**src/design/depth_histogram_colorizer_defines.svh**
```systemverilog
// Assertion macros shared by the colorizer RTL.
`ifndef DEPTH_HISTOGRAM_COLORIZER_DEFINES_SVH
`define DEPTH_HISTOGRAM_COLORIZER_DEFINES_SVH

// Same-cycle implication, checked outside reset.
`define DHC_ASSERT_NOW(lbl, ante, cons) \
    lbl: assert property (@(posedge i_clk) disable iff (!i_rst_n) (ante) |-> (cons)) \
        else $error("colorizer check failed");

// Next-cycle implication, checked outside reset.
`define DHC_ASSERT_NEXT(lbl, ante, cons) \
    lbl: assert property (@(posedge i_clk) disable iff (!i_rst_n) (ante) |=> (cons)) \
        else $error("colorizer check failed");

`endif

```
**src/design/dhc_pkg.sv**
```systemverilog
// Types and constants of the depth histogram colorizer.
`default_nettype none
package dhc_pkg;
    localparam int DEPTH_W = 16;
    localparam int CNT_W   = 21;
    localparam int COLOR_W = 8;
    localparam int CFG_W   = 11;
    localparam int PROD_W  = CNT_W + COLOR_W;

    localparam logic [CFG_W-1:0]   WIDTH_RST  = 11'd640;
    localparam logic [CFG_W-1:0]   HEIGHT_RST = 11'd480;
    localparam logic [COLOR_W-1:0] COLOR_MAX  = 8'd255;
    localparam logic [COLOR_W-1:0] ZERO_RED   = 8'd20;
    localparam logic [COLOR_W-1:0] ZERO_GREEN = 8'd5;
    localparam logic [COLOR_W-1:0] ZERO_BLUE  = 8'd0;

    localparam logic REG_WIDTH  = 1'b0;
    localparam logic REG_HEIGHT = 1'b1;

    typedef struct packed {
        logic               fetch;
        logic [DEPTH_W-1:0] depth;
    } t_cmd;
endpackage
`default_nettype wire

```
**src/design/dhc_front.sv**
```systemverilog
// Request intake: tags each word as load or fetch and queues it for the back end.
`default_nettype none
module dhc_front
    import dhc_pkg::*;
(
    input  wire logic               i_clk,
    input  wire logic               i_rst_n,
    input  wire logic               i_start,
    input  wire logic               i_req_type,
    input  wire logic [DEPTH_W-1:0] i_depth,
    input  wire logic               i_hold,
    input  wire logic               i_pop,
    output logic                    o_busy,
    output logic                    o_cmd_valid,
    output t_cmd                    o_cmd
);
    t_cmd       r_q [2];
    logic       r_wp, r_rp;
    logic [1:0] r_cnt;
    logic       push;

    assign o_busy      = (r_cnt == 2'd2) || i_hold;
    assign push        = i_start && !o_busy;
    assign o_cmd_valid = (r_cnt != 2'd0);
    assign o_cmd       = r_q[r_rp];

    always_ff @(posedge i_clk) begin
        if (!i_rst_n) begin
            r_wp  <= 1'b0;
            r_rp  <= 1'b0;
            r_cnt <= 2'd0;
        end else begin
            if (push) begin
                r_q[r_wp] <= '{fetch: i_req_type, depth: i_depth};
                r_wp      <= ~r_wp;
            end
            if (i_pop) begin
                r_rp <= ~r_rp;
            end
            r_cnt <= r_cnt + {1'b0, push} - {1'b0, i_pop};
        end
    end
endmodule
`default_nettype wire

```
**config.mk**
```make
export PLATFORM = sky130hd
export DESIGN_NAME = dhc_front
export DESIGN_NICKNAME = d
export VERILOG_FILES = /design/src/design/depth_histogram_colorizer_defines.svh /design/src/design/dhc_pkg.sv /design/src/design/dhc_front.sv
export SDC_FILE = /design/constraint.sdc
export NUM_CORES = 1
export LEC_CHECK = 0
export BUFFER_PORTS_ARGS = -buffer_cell sky130_fd_sc_hd__clkbuf_2
export CAP_MARGIN = 15
export CORE_ASPECT_RATIO = 1.2
export CORE_MARGIN = 2
export CORE_UTILIZATION = 51
export CTS_CLUSTER_SIZE = 20
export DETAILED_ROUTE_END_ITERATION = 16
export PLACE_DENSITY = 0.81
export SLEW_MARGIN = 5
export SYNTH_ARGS = -nofsm -noshare
export SYNTH_HDL_FRONTEND = slang
export SYNTH_SLANG_ARGS = --single-unit
```
**constraint.sdc**
```tcl
create_clock -name i_clk -period 2.1 [get_ports i_clk]
set_input_delay 0.105 -clock i_clk [delete_from_list [all_inputs] [get_ports i_clk]]
set_output_delay 0.105 -clock i_clk [all_outputs]
set_load 0.005 [all_outputs]
```
Word-level counts from Yosys, hierarchy flattened --
Memories as Yosys holds them, arrays and structs flattened. A register that Yosys moved wholly into a read port is not among the register bits. Cells that the tools add are included.
Word-level totals: input bits 22, logic and storage cells 18, output and inout port bits 19, bits in writable memories 34, memories 1, flip-flop bits (word level) 4
Operators by class: eq/ne operators 1, muxes and demuxes 5, add/sub/neg operators 2, bitwise logic cells 2, reduce and logical (&&, ||, !) cells 4
Memories:
- r_q | depth 2, width 17, read ports 1, clocked after Yosys merged registers in 1, write ports 1, RTL line dhc_front.sv:17 | t_cmd r_q [2];
Operators with widths (count):
- 1-bit 2-to-1 mux | 5
- 2-bit by 1-bit adder with 2-bit output | 1
- 2-bit == test (second input constant) | 1
- 1-bit NOT | 2
- 2-bit nonzero test | 1
- 2-bit by 1-bit subtractor with 2-bit output | 1
- 1-bit logical AND | 1
- 1-bit zero test | 1
- 1-bit logical OR | 1

Longest topological paths before layout --
Gate-level depths: netlist (run 1).
depth in word-level cells 7, mapped depth 8, mapped depth without buffers 8

Least setup slack after synthesis (run 1) --
Ideal clock, no wire load.
path type reg-to-reg, from register r_cnt[0], to memory r_q[0][0] in the netlist's numbering (enable), library setup time 0.390 ns, arrival time 1.304 ns, cell stages (with the launch flop) 4, setup slack 0.406 ns, required time 1.710 ns, path buffers 0, clock period less this slack 1.694 ns, path through dfxtp_1 > nand2b_1 > nand2_1 > nor2_1
Between the ends: longest elaborated chain between the ends 7
Ends and longest elaborated chain:
- start: declaration | RTL line dhc_front.sv:19 | logic [1:0] r_cnt;
- start signal: assignment | RTL line dhc_front.sv:40 | r_cnt <= r_cnt + {1'b0, push} - {1'b0, i_pop};
- 2-bit == test | RTL line dhc_front.sv:22 | assign o_busy = (r_cnt == 2'd2) || i_hold;
- 1-bit logical OR | RTL line dhc_front.sv:22
- 1-bit zero test | RTL line dhc_front.sv:23 | assign push = i_start && !o_busy;
- 1-bit logical AND | RTL line dhc_front.sv:23
- 1-bit 2-to-1 mux | RTL line dhc_front.sv:33 | if (push) begin
- 1-bit 2-to-1 mux | RTL line dhc_front.sv:28 | if (!i_rst_n) begin
- 1-bit 2-to-1 mux (not written as such) | RTL line dhc_front.sv:34 | r_q[r_wp] <= '{fetch: i_req_type, depth: i_depth};
- end: declaration | RTL line dhc_front.sv:17
Every way passes these cells.

==> out/qor.csv, run 1 <==
stage,metric,value,unit
run_status,status,finished clean,
final_layout,fin_util,70.5,%
yosys,synth_ff_type,edfxtp_1,
global_routing,grt_max_degree,12,
yosys,synth_most_common_cell,edfxtp_1,
die,rows,21,
die,dieArea,3440,um^2
global_routing,grt_pass1_vias,883,
yosys,syn-cell-area,1520,um^2
final_layout,drive_gt1_share,46.2,%
sta,finalCritPeriodShare,83.4,%
power_and_ir_drop,pwr-share-clk,23.1,%
final_layout,areaGrowthSynthToFinish,30.2,%
clocking,path_clk_slew,0.10,ns
global_routing,antenna_found_initial,0,
detailed_routing,num_vias,842,
sta,skew,0.00823,ns
die,initial_core_util,54.2,%
die,fp.dieW,53.9,um
detailed_routing,drt-pass1-iter-count,4,
sta,fmax,571,MHz
yosys,yosys-top-cells-count,"edfxtp_1 (34), mux2_4 (10), mux2_2 (7)",
setup_path,worstReg2RegEnd,r_cnt[1]$_SDFF_PN0_,
clocking,post_cts_resized,0,
sta,slew_headroom,70.4,%
setup_path,crit_type,flip-flop to primary output,
clocking,cts_tree,yes,
power_and_ir_drop,p_seq_share,61.6,%
placed_design,dp_hpwl,1690,um
setup_path,cp-start-kind,flip-flop,
yosys,synth_xor_area_share,1.73,%
setup_path,worst_ep_arrival_time,1.65,ns
hold_path,whs_path_depth,2,
yosys,synth_top_family_by_area,multiplexers,
sta,final-hold-violation-count,0,
sta,tns,0,ns
sta,rsz0062_at_grt,false,
detailed_routing,routed_via_density,4.70,
global_routing,gr-total-overflow,0,
final_layout,fin_nets,168,
yosys,yosys.area.top_type,edfxtp_1,
final_layout,layoutNonFillerInstCount,179,
yosys,syn_nets,102,
clocking,clock_path_buffers,2,
power_and_ir_drop,combPwrFrac,15.2,%
setup_path,r2r-start,r_cnt[0]$_SDFF_PN0_,
yosys,synth.area.top_cells,"edfxtp_1 (67%), mux2_4 (9.9%), dfxtp_1 (6.6%), mux2_2 (5.2%), and2_1 (1.6%)",
clocking,cts.sinks,39,
detailed_routing,postRouteAntennaNets,0,
clocking,holdBufCountCts,17,
yosys,synth-compound-area-share,0,%
yosys,async_flop_share,0,%
detailed_routing,route.detailed.drc,0,
clocking,cts-buffers-inserted,5,
hold_path,hp-class,input pin to flip-flop,
clocking,cts-root-buf,clkbuf_4,
clocking,clock_latency,0.33,ns
setup_path,path_max_fanout,10,
die,die_h,63.9,um
hold_path,min_to,r_cnt[1]$_SDFF_PN0_,
power_and_ir_drop,internal_power,1140,uW
yosys,muxShareOfSynthArea,15.7,%
sta,worstMarginPinSlew,0.443,ns
power_and_ir_drop,max-vdd-ir-drop,0.676,mV
detailed_routing,post_drt_wl_per_cell,13.5,um
yosys,ys_ff_latch,39,
die,io_pins,41,
yosys,ys_seq_area_share,73.6,%
sta,slew_violations,0,
detailed_routing,wirelength,2420,um
detailed_routing,drt_first_iter_violations,26,
power_and_ir_drop,switchingPower,324,uW
yosys,syn_inst,78,
setup_path,required,2.00,ns
global_routing,grt_first_pass_wirelength,3710,um
hold_path,hp-start,i_rst_n,
global_routing,track_usage,15.6,%
yosys,yosys.area_share.adder,1.64,%
placed_design,io_buffers,40,
setup_path,setup.reg_to_reg.worst_slack,0.43,ns
setup_path,cp-end-kind,primary output,
power_and_ir_drop,p_leak,0.000808,uW
clocking,cts_setup_buffers,0,
power_and_ir_drop,swShare,22.2,%
yosys,yosysUniqueCellTypes,18,
yosys,avgSynthCellArea,19.5,um^2
clocking,cts_max_level,2,
setup_path,r2r_cells,8,
yosys,synth_edf_count,34,
die,core,2810,um^2
placed_design,dp_cells,154,
final_layout,n_antenna_cell,0,
placed_design,place_congestion,0.658,
sta,setup_violations,0,
yosys,synthSimpleGateAreaFrac,5.01,%
yosys,synth_top_area_share,67.1,%
sta,fin_crit,1.75,ns
yosys,yosysWarnings,0,
job,max_cap_violations,0,
power_and_ir_drop,power.density,738,nW/um^2
kinds of logic after synthesis:
family / count (synthesis)
XOR/XNOR: 3
flip-flops: 39
AND/OR/NAND/NOR: 13
adder cells (fa/ha/maj): 2
buffers and inverters: 3
multiplexers: 18
flip-flops by register name (all words and copies together) (netlist names), named ones only:
signal,count
r_q,34
r_cnt,2
r_rp,1
r_wp,1
cells in the final DEF (no fill, tap or decap):
| master | instances |
|---|---|
| clkbuf_2 | 40 |
| edfxtp_1 | 34 |
| dlygate4sd3_1 | 17 |
| mux2_4 | 10 |
| mux2_2 | 7 |
| dfxtp_1 | 5 |
| clkbuf_4 | 5 |
| and2_1 | 4 |
| buf_4 | 4 |
| nand2b_1 | 3 |
| nand2_1 | 2 |
| xnor2_1 | 2 |
| ha_1 | 2 |
| clkinv_1 | 2 |
| inv_1 | 1 |
| nor2b_1 | 1 |
| and4_1 | 1 |
| or2_2 | 1 |
| xor2_1 | 1 |
| nor2_1 | 1 |
| mux2i_1 | 1 |
| clkbuf_1 | 1 |
worst max-delay path, cell delays in order, from the launching register on:
cell and delay, ns:
dfxtp_1 0.60, buf_4 0.29, mux2_4 0.31, clkbuf_2 0.11
worst max-delay path by stage:
stage | startpoint | endpoint | cells past startpoint
floorplan | r_cnt[0]$_SDFF_PN0_ | r_q[0][0]$_DFFE_PP_ | 3
global placement | r_cnt[0]$_SDFF_PN0_ | r_cnt[1]$_SDFF_PN0_ | 8
detailed placement | r_cnt[0]$_SDFF_PN0_ | r_cnt[1]$_SDFF_PN0_ | 8
CTS | flip-flop | o_cmd[15] | 3
global route | flip-flop | o_cmd[7] | 3
finish | flip-flop | o_cmd[13] | 3
stage by stage:
stage	worst slack (ns)	hold WS [ns]	instance area, um^2	total power (uW)
detailed placement	0.473	0.299	1760	1120
global route	0.235	0.0508	1980	1540
global placement	0.566	0.294	1760	1110
floorplan	0.406	0.204	1520	1040
CTS	0.317	0.0381	1980	1480
finish	0.348	0.0569	1980	1460
area by class of cell:
cell class              count  area (um^2)
flip-flops and latches     39         1120
clock buffers               6         41.3
multi-input cells          36          367
well taps                  34         42.5
inverters                   1         3.75
repair buffers             61          400
clock inverters             2         7.51
fillers                   194          828
metal layers:
metal | up-vias | part of all wire (%) | wire [um] | track usage (%)
li1 | 422 | - | - | -
met1 | 388 | 40 | 964 | 15.9
met2 | 32 | 54 | 1310 | 27.9
met3 | 0 | 5.9 | 142 | 5.61
met4 | 0 | 0 | 0 | 5.77
met5 | - | 0 | 0 | 0
power by group through the flow:
stage / clock network [uW] / logic, uW / registers [uW]
after floorplan: 0 / 135 / 909
after global placement: 0 / 192 / 917
after detailed placement: 0 / 199 / 920
after CTS: 356 / 225 / 902
after global routing: 392 / 246 / 907
final: 339 / 223 / 903
No activity file was read; power rests on OpenSTA's default activity.
==> run 2: changes to the inputs <==
==> constraint.sdc (replaced) <==
create_clock -name i_clk -period 1.8 [get_ports i_clk]
set_input_delay 0.09 -clock i_clk [delete_from_list [all_inputs] [get_ports i_clk]]
set_output_delay 0.09 -clock i_clk [all_outputs]
set_load 0.005 [all_outputs]
==> run 2 against run 1 <==
Wire length increased by 7.0%. Highest routed layer is now met4. First-iteration DRC count decreased by 35%. Global-route usage increased by 1.9 points. Critical endpoint is now r_cnt[1]$_SDFF_PN0_. Largest cell class unchanged. Die area unchanged. Clock skew increased by 0.0057 ns. Non-clock buffer count increased by 2.
==> out/qor.csv, run 2 (synthesis gave the netlist of run 1 again) <==
stage,metric,value,unit
global_routing,antenna_found_initial,0,
detailed_routing,post_drt_wl_per_cell,14.3,um
clocking,path_clk_slew,0.10,ns
global_routing,track_usage,17.6,%
detailed_routing,wirelength,2590,um
global_routing,gr-total-overflow,0,
setup_path,crit_type,flip-flop to flip-flop,
final_layout,mostFrequentLayoutCells,"clkbuf_2 (40), edfxtp_1 (34), dlygate4sd3_1 (17), mux2_4 (10), mux2_2 (7)",
sta,fmax,599,MHz
die,rows,21,
global_routing,met1_usage,16.9,%
sta,skew,0.0139,ns
global_routing,grt_pass1_vias,917,
die,die_h,63.9,um
sta,worst_slack,0.131,ns
sta,slew_violations,0,
clocking,cts-root-buf,clkbuf_4,
die,dieArea,3440,um^2
clocking,clock_latency,0.34,ns
placed_design,dp_hpwl,1770,um
die,io_pins,41,
detailed_routing,drt_first_iter_violations,17,
detailed_routing,drt-pass1-iter-count,6,
hold_path,hp-class,input pin to flip-flop,
clocking,holdBufCountCts,17,
final_layout,drive_gt1_share,48.3,%
setup_path,required,2.03,ns
global_routing,grt_use_met3,6.07,%
detailed_routing,num_vias,884,
power_and_ir_drop,p_leak,0.000826,uW
clocking,cts_max_level,2,
run_status,status,finished clean,
placed_design,io_buffers,40,
die,fp.dieW,53.9,um
final_layout,fin_nets,170,
sta,slew_headroom,88.6,%
sta,rsz0062_at_grt,false,
placed_design,place_congestion,0.657,
detailed_routing,route.detailed.drc,0,
final_layout,largest_reg_flops,34,
job,max_cap_violations,0,
sta,finalCritPeriodShare,92.7,%
global_routing,grt_first_pass_wirelength,4080,um
detailed_routing,routed_via_density,4.88,
sta,tns,0,ns
clocking,cts.sinks,39,
global_routing,grt_max_degree,13,
power_and_ir_drop,finalPower,1770,uW
sta,final-hold-violation-count,0,
placed_design,preCtsSetupSlack,0.129,ns
power_and_ir_drop,max-vdd-ir-drop,0.781,mV
clocking,clock_path_buffers,2,
global_routing,gr-max-usage-layer,met2,
clocking,cts_tree,yes,
final_layout,layout_commonest_cell,clkbuf_2,
setup_path,path_max_fanout,3,
sta,fin_crit,1.67,ns
final_layout,fin_util,71.5,%
die,initial_core_util,54.2,%
die,core,2810,um^2
final_layout,n_antenna_cell,0,
global_routing,grt_use_met2,32.3,%
clocking,post_cts_resized,0,
final_layout,regMostFlops,r_q,
setup_path,cp-end-kind,flip-flop,
final_layout,fillerInstances,205,
final_layout,areaGrowthSynthToFinish,32.0,%
setup_path,worst_ep_arrival_time,1.90,ns
clocking,cts-buffers-inserted,5,
clocking,cts_setup_buffers,0,
power_and_ir_drop,power.density,880,nW/um^2
final_layout,biggestRegsByFlops,"r_q (34), r_cnt (2)",
sta,setup_violations,0,
sta,worstMarginPinSlew,0.169,ns
setup_path,cp-start-kind,flip-flop,
detailed_routing,postRouteAntennaNets,0,
## run 2: changes by cell type in the layout (fill, tap and decap cells not counted), sizes merged
cell    change
buf         +2
clkbuf      +1
clkinv      -1
## run 2: final timing paths
path / start / to / slack [ns] / depth (start not counted)
worst max-delay path: r_cnt[0]$_SDFF_PN0_ / r_cnt[1]$_SDFF_PN0_ / 0.13 / 8
worst min-delay path: i_rst_n / flip-flop / 0.05 / 2
worst max register to register: r_cnt[0]$_SDFF_PN0_ / r_cnt[1]$_SDFF_PN0_ / 0.13 / 8
worst min register to register: r_wp$_SDFFE_PN0P_ / r_wp$_SDFFE_PN0P_ / 0.48 / 2
## run 2: final cells by class
| cell class | count | area [um^2] | share of cell area (%) |
|---|---|---|---|
| sequential | 39 | 1120 | 55.8 |
| timing repair buffer | 63 | 415 | 20.7 |
| multi-input combinational | 36 | 367 | 18.2 |
| clock buffer | 7 | 55.1 | 2.74 |
| tap | 34 | 42.5 | 2.12 |
| clock inverter | 1 | 5.00 | 0.249 |
| inverter | 1 | 3.75 | 0.187 |
## run 2: worst max-delay path, stage by stage, from the launching register on
cell and delay [ns]:
dfxtp_1 0.35, nand2b_1 0.16, nand2_1 0.11, ha_1 0.29, inv_1 0.05, ha_1 0.19, xnor2_1 0.14, xnor2_1 0.13
and2_1 0.16
## run 2: routing by layer
metal,wire (um),up-vias
li1,-,427
met1,903,414
met2,1490,38
met3,158,5
met4,37,0
met5,0,-
## run 2: through the flow
stage	cell area (um^2)	std cells	hold WS, ns
6_report	2010	181	0.0494
2_1_floorplan	1520	78	0.189
3_5_place_dp	1780	156	0.285
5_1_grt	2010	181	0.0491
4_1_cts	2010	181	0.0463
3_3_place_gp	1780	156	0.279
## run 2: where the power goes
group          internal (uW)  switching [uW]
clock                    189             262
combinational            163             111
sequential              1030            16.6
==> run 3: changes to the inputs <==
--- a/config.mk
+++ b/config.mk
@@ -12,6 +12,7 @@
 export CORE_UTILIZATION = 51
 export CTS_CLUSTER_SIZE = 20
 export DETAILED_ROUTE_END_ITERATION = 16
+export HOLD_SLACK_MARGIN = 0.05
 export PLACE_DENSITY = 0.81
 export SLEW_MARGIN = 5
 export SYNTH_ARGS = -nofsm -noshare
==> run 3 against run 2 <==
Sequential power hardly changed. Flip-flop and latch count stayed put. Design area rose by 0.50%. Maximum frequency rose by 0.21%. Register-to-register slack barely moved. Utilization up 0.36 points. Worst hold slack better by 0.080 ns. Sequential share of layout area shrank 0.28 points. Clock skew up 0.0041 ns. Critical path depth did not move. Non-clock buffer count increased by 1. Worst setup slack improved by 0.0035 ns.
==> out/qor.csv, run 3 (synthesis gave the netlist of run 1 again) <==
stage,metric,value,unit
global_routing,antenna_found_initial,0,
setup_path,crit_type,flip-flop to flip-flop,
setup_path,max_stage_delay,0.35,ns
setup_path,crit_chain,nand2b_1 -> nand2_1 -> ha_1 -> inv_1 -> ha_1 -> xnor2_1 -> xnor2_1 -> and2_1,
setup_path,cp_slowest_cell,dfxtp_1,
global_routing,grt_first_pass_wirelength,4100,um
setup_path,cp-start-kind,flip-flop,
detailed_routing,routed_via_density,4.82,
sta,finalCritPeriodShare,92.5,%
detailed_routing,drt-pass1-iter-count,4,
setup_path,r2r_cells,8,
detailed_routing,drt_first_iter_violations,18,
sta,fin_crit,1.67,ns
setup_path,worst_ep_arrival_time,1.90,ns
run_status,status,finished clean,
placed_design,io_buffers,40,
clocking,cts_tree,yes,
final_layout,layout_commonest_cell,clkbuf_2,
placed_design,placed_area,1780,um^2
job,max_cap_violations,0,
sta,fmax,601,MHz
final_layout,fin_nets,171,
detailed_routing,route.detailed.drc,0,
power_and_ir_drop,power.density,878,nW/um^2
sta,tns,0,ns
sta,setup_violations,0,
final_layout,largest_reg_flops,34,
die,core,2810,um^2
die,initial_core_util,54.2,%
detailed_routing,post_drt_wl_per_cell,14.3,um
setup_path,path_max_fanout,3,
hold_path,hp-class,input pin to flip-flop,
hold_path,whs_path_depth,4,
global_routing,grt_pass1_vias,928,
final_layout,areaGrowthSynthToFinish,32.6,%
sta,final-hold-violation-count,0,
die,fp.dieW,53.9,um
final_layout,drive_gt1_share,48.0,%
global_routing,gr-total-overflow,0,
final_layout,final_area,2020,um^2
clocking,clock_latency,0.35,ns
die,dieArea,3440,um^2
final_layout,n_antenna_cell,0,
final_layout,mostFrequentLayoutCells,"clkbuf_2 (40), edfxtp_1 (34), dlygate4sd3_1 (18), mux2_4 (10), mux2_2 (7)",
clocking,clock_path_buffers,2,
clocking,cts-buffers-inserted,5,
sta,worstMarginPinSlew,0.169,ns
clocking,post_cts_resized,0,
sta,slew_headroom,88.6,%
die,io_pins,41,
power_and_ir_drop,max-vdd-ir-drop,0.794,mV
global_routing,grt_max_degree,13,
detailed_routing,wirelength,2600,um
global_routing,track_usage,17.7,%
clocking,cts_setup_buffers,0,
power_and_ir_drop,finalPower,1770,uW
placed_design,dp_hpwl,1770,um
detailed_routing,num_vias,877,
sta,skew,0.0180,ns
final_layout,biggestRegsByFlops,"r_q (34), r_cnt (2)",
die,die_h,63.9,um
setup_path,required,2.03,ns
final_layout,fillerInstances,203,
final_layout,regMostFlops,r_q,
clocking,cts.sinks,39,
clocking,cts-root-buf,clkbuf_4,
placed_design,place_congestion,0.657,
power_and_ir_drop,p_leak,0.000830,uW
clocking,path_clk_slew,0.10,ns
die,rows,21,
sta,slew_violations,0,
sta,rsz0062_at_grt,false,
sta,holdWs,0.129,ns
clocking,cts_max_level,2,
setup_path,cp-end-kind,flip-flop,
detailed_routing,postRouteAntennaNets,0,
run 3: changes by cell type in the layout (fill, tap and decap cells not counted), sizes merged:
cell         before  now
dlygate4sd3      17   18
run 3: path summary, 6_finish.rpt:
| kind | startpoint | endpoint | slack (ns) |
|---|---|---|---|
| hold / removal | i_hold | r_wp$_SDFFE_PN0P_ | 0.13 |
| hold reg to reg | r_wp$_SDFFE_PN0P_ | r_wp$_SDFFE_PN0P_ | 0.49 |
| setup reg to reg | r_cnt[0]$_SDFF_PN0_ | r_cnt[1]$_SDFF_PN0_ | 0.13 |
| setup / recovery | r_cnt[0]$_SDFF_PN0_ | r_cnt[1]$_SDFF_PN0_ | 0.13 |
run 3: layer usage:
| layer | up-vias | part of all wire (%) | global-route usage, % |
|---|---|---|---|
| met3 | 7 | 5.7 | 6.07 |
| li1 | 427 | - | - |
| met4 | 0 | 1.6 | 6.73 |
| met2 | 32 | 58 | 32.8 |
| met5 | - | 0 | 0 |
| met1 | 411 | 35 | 16.7 |
run 3: what timing repair did:
item | 4_1_cts | 5_1_grt
hold buffers | 18 | 0
endpoints found under the setup margin | 0 | 0
endpoints found under the hold margin | 36 | 0
run 3: worst max-delay path: cells and delay by family (launching register included):
family | cells | cell delay (ns)
XOR/XNOR | 2 | 0.27
adder cells (fa/ha/maj) | 2 | 0.48
flip-flops | 1 | 0.35
buffers and inverters | 1 | 0.05
AND/OR/NAND/NOR | 3 | 0.43
run 3: area by class of cell:
class	count	area (um^2)	area share, %
Clock buffer	7	55.1	2.73
Clock inverter	1	5.00	0.248
Inverter	1	3.75	0.186
Multi-Input combinational cell	36	367	18.2
Sequential cell	39	1120	55.5
Tap cell	34	42.5	2.11
Timing Repair Buffer	64	425	21.1
run 3: metrics by stage:
stage	std cells	utilization (%)	setup WS, ns
2_1_floorplan	78	-	0.106
3_3_place_gp	156	63.3	0.267
3_5_place_dp	156	63.3	0.129
4_1_cts	182	71.8	0.111
5_1_grt	182	71.8	0.0111
6_report	182	71.8	0.135
run 3: where the power goes:
part | switching [uW] | total [uW] | internal, uW
registers | 16.6 | 1040 | 1030
clock network | 265 | 454 | 189
logic | 112 | 276 | 165
total | 393 | 1770 | 1380
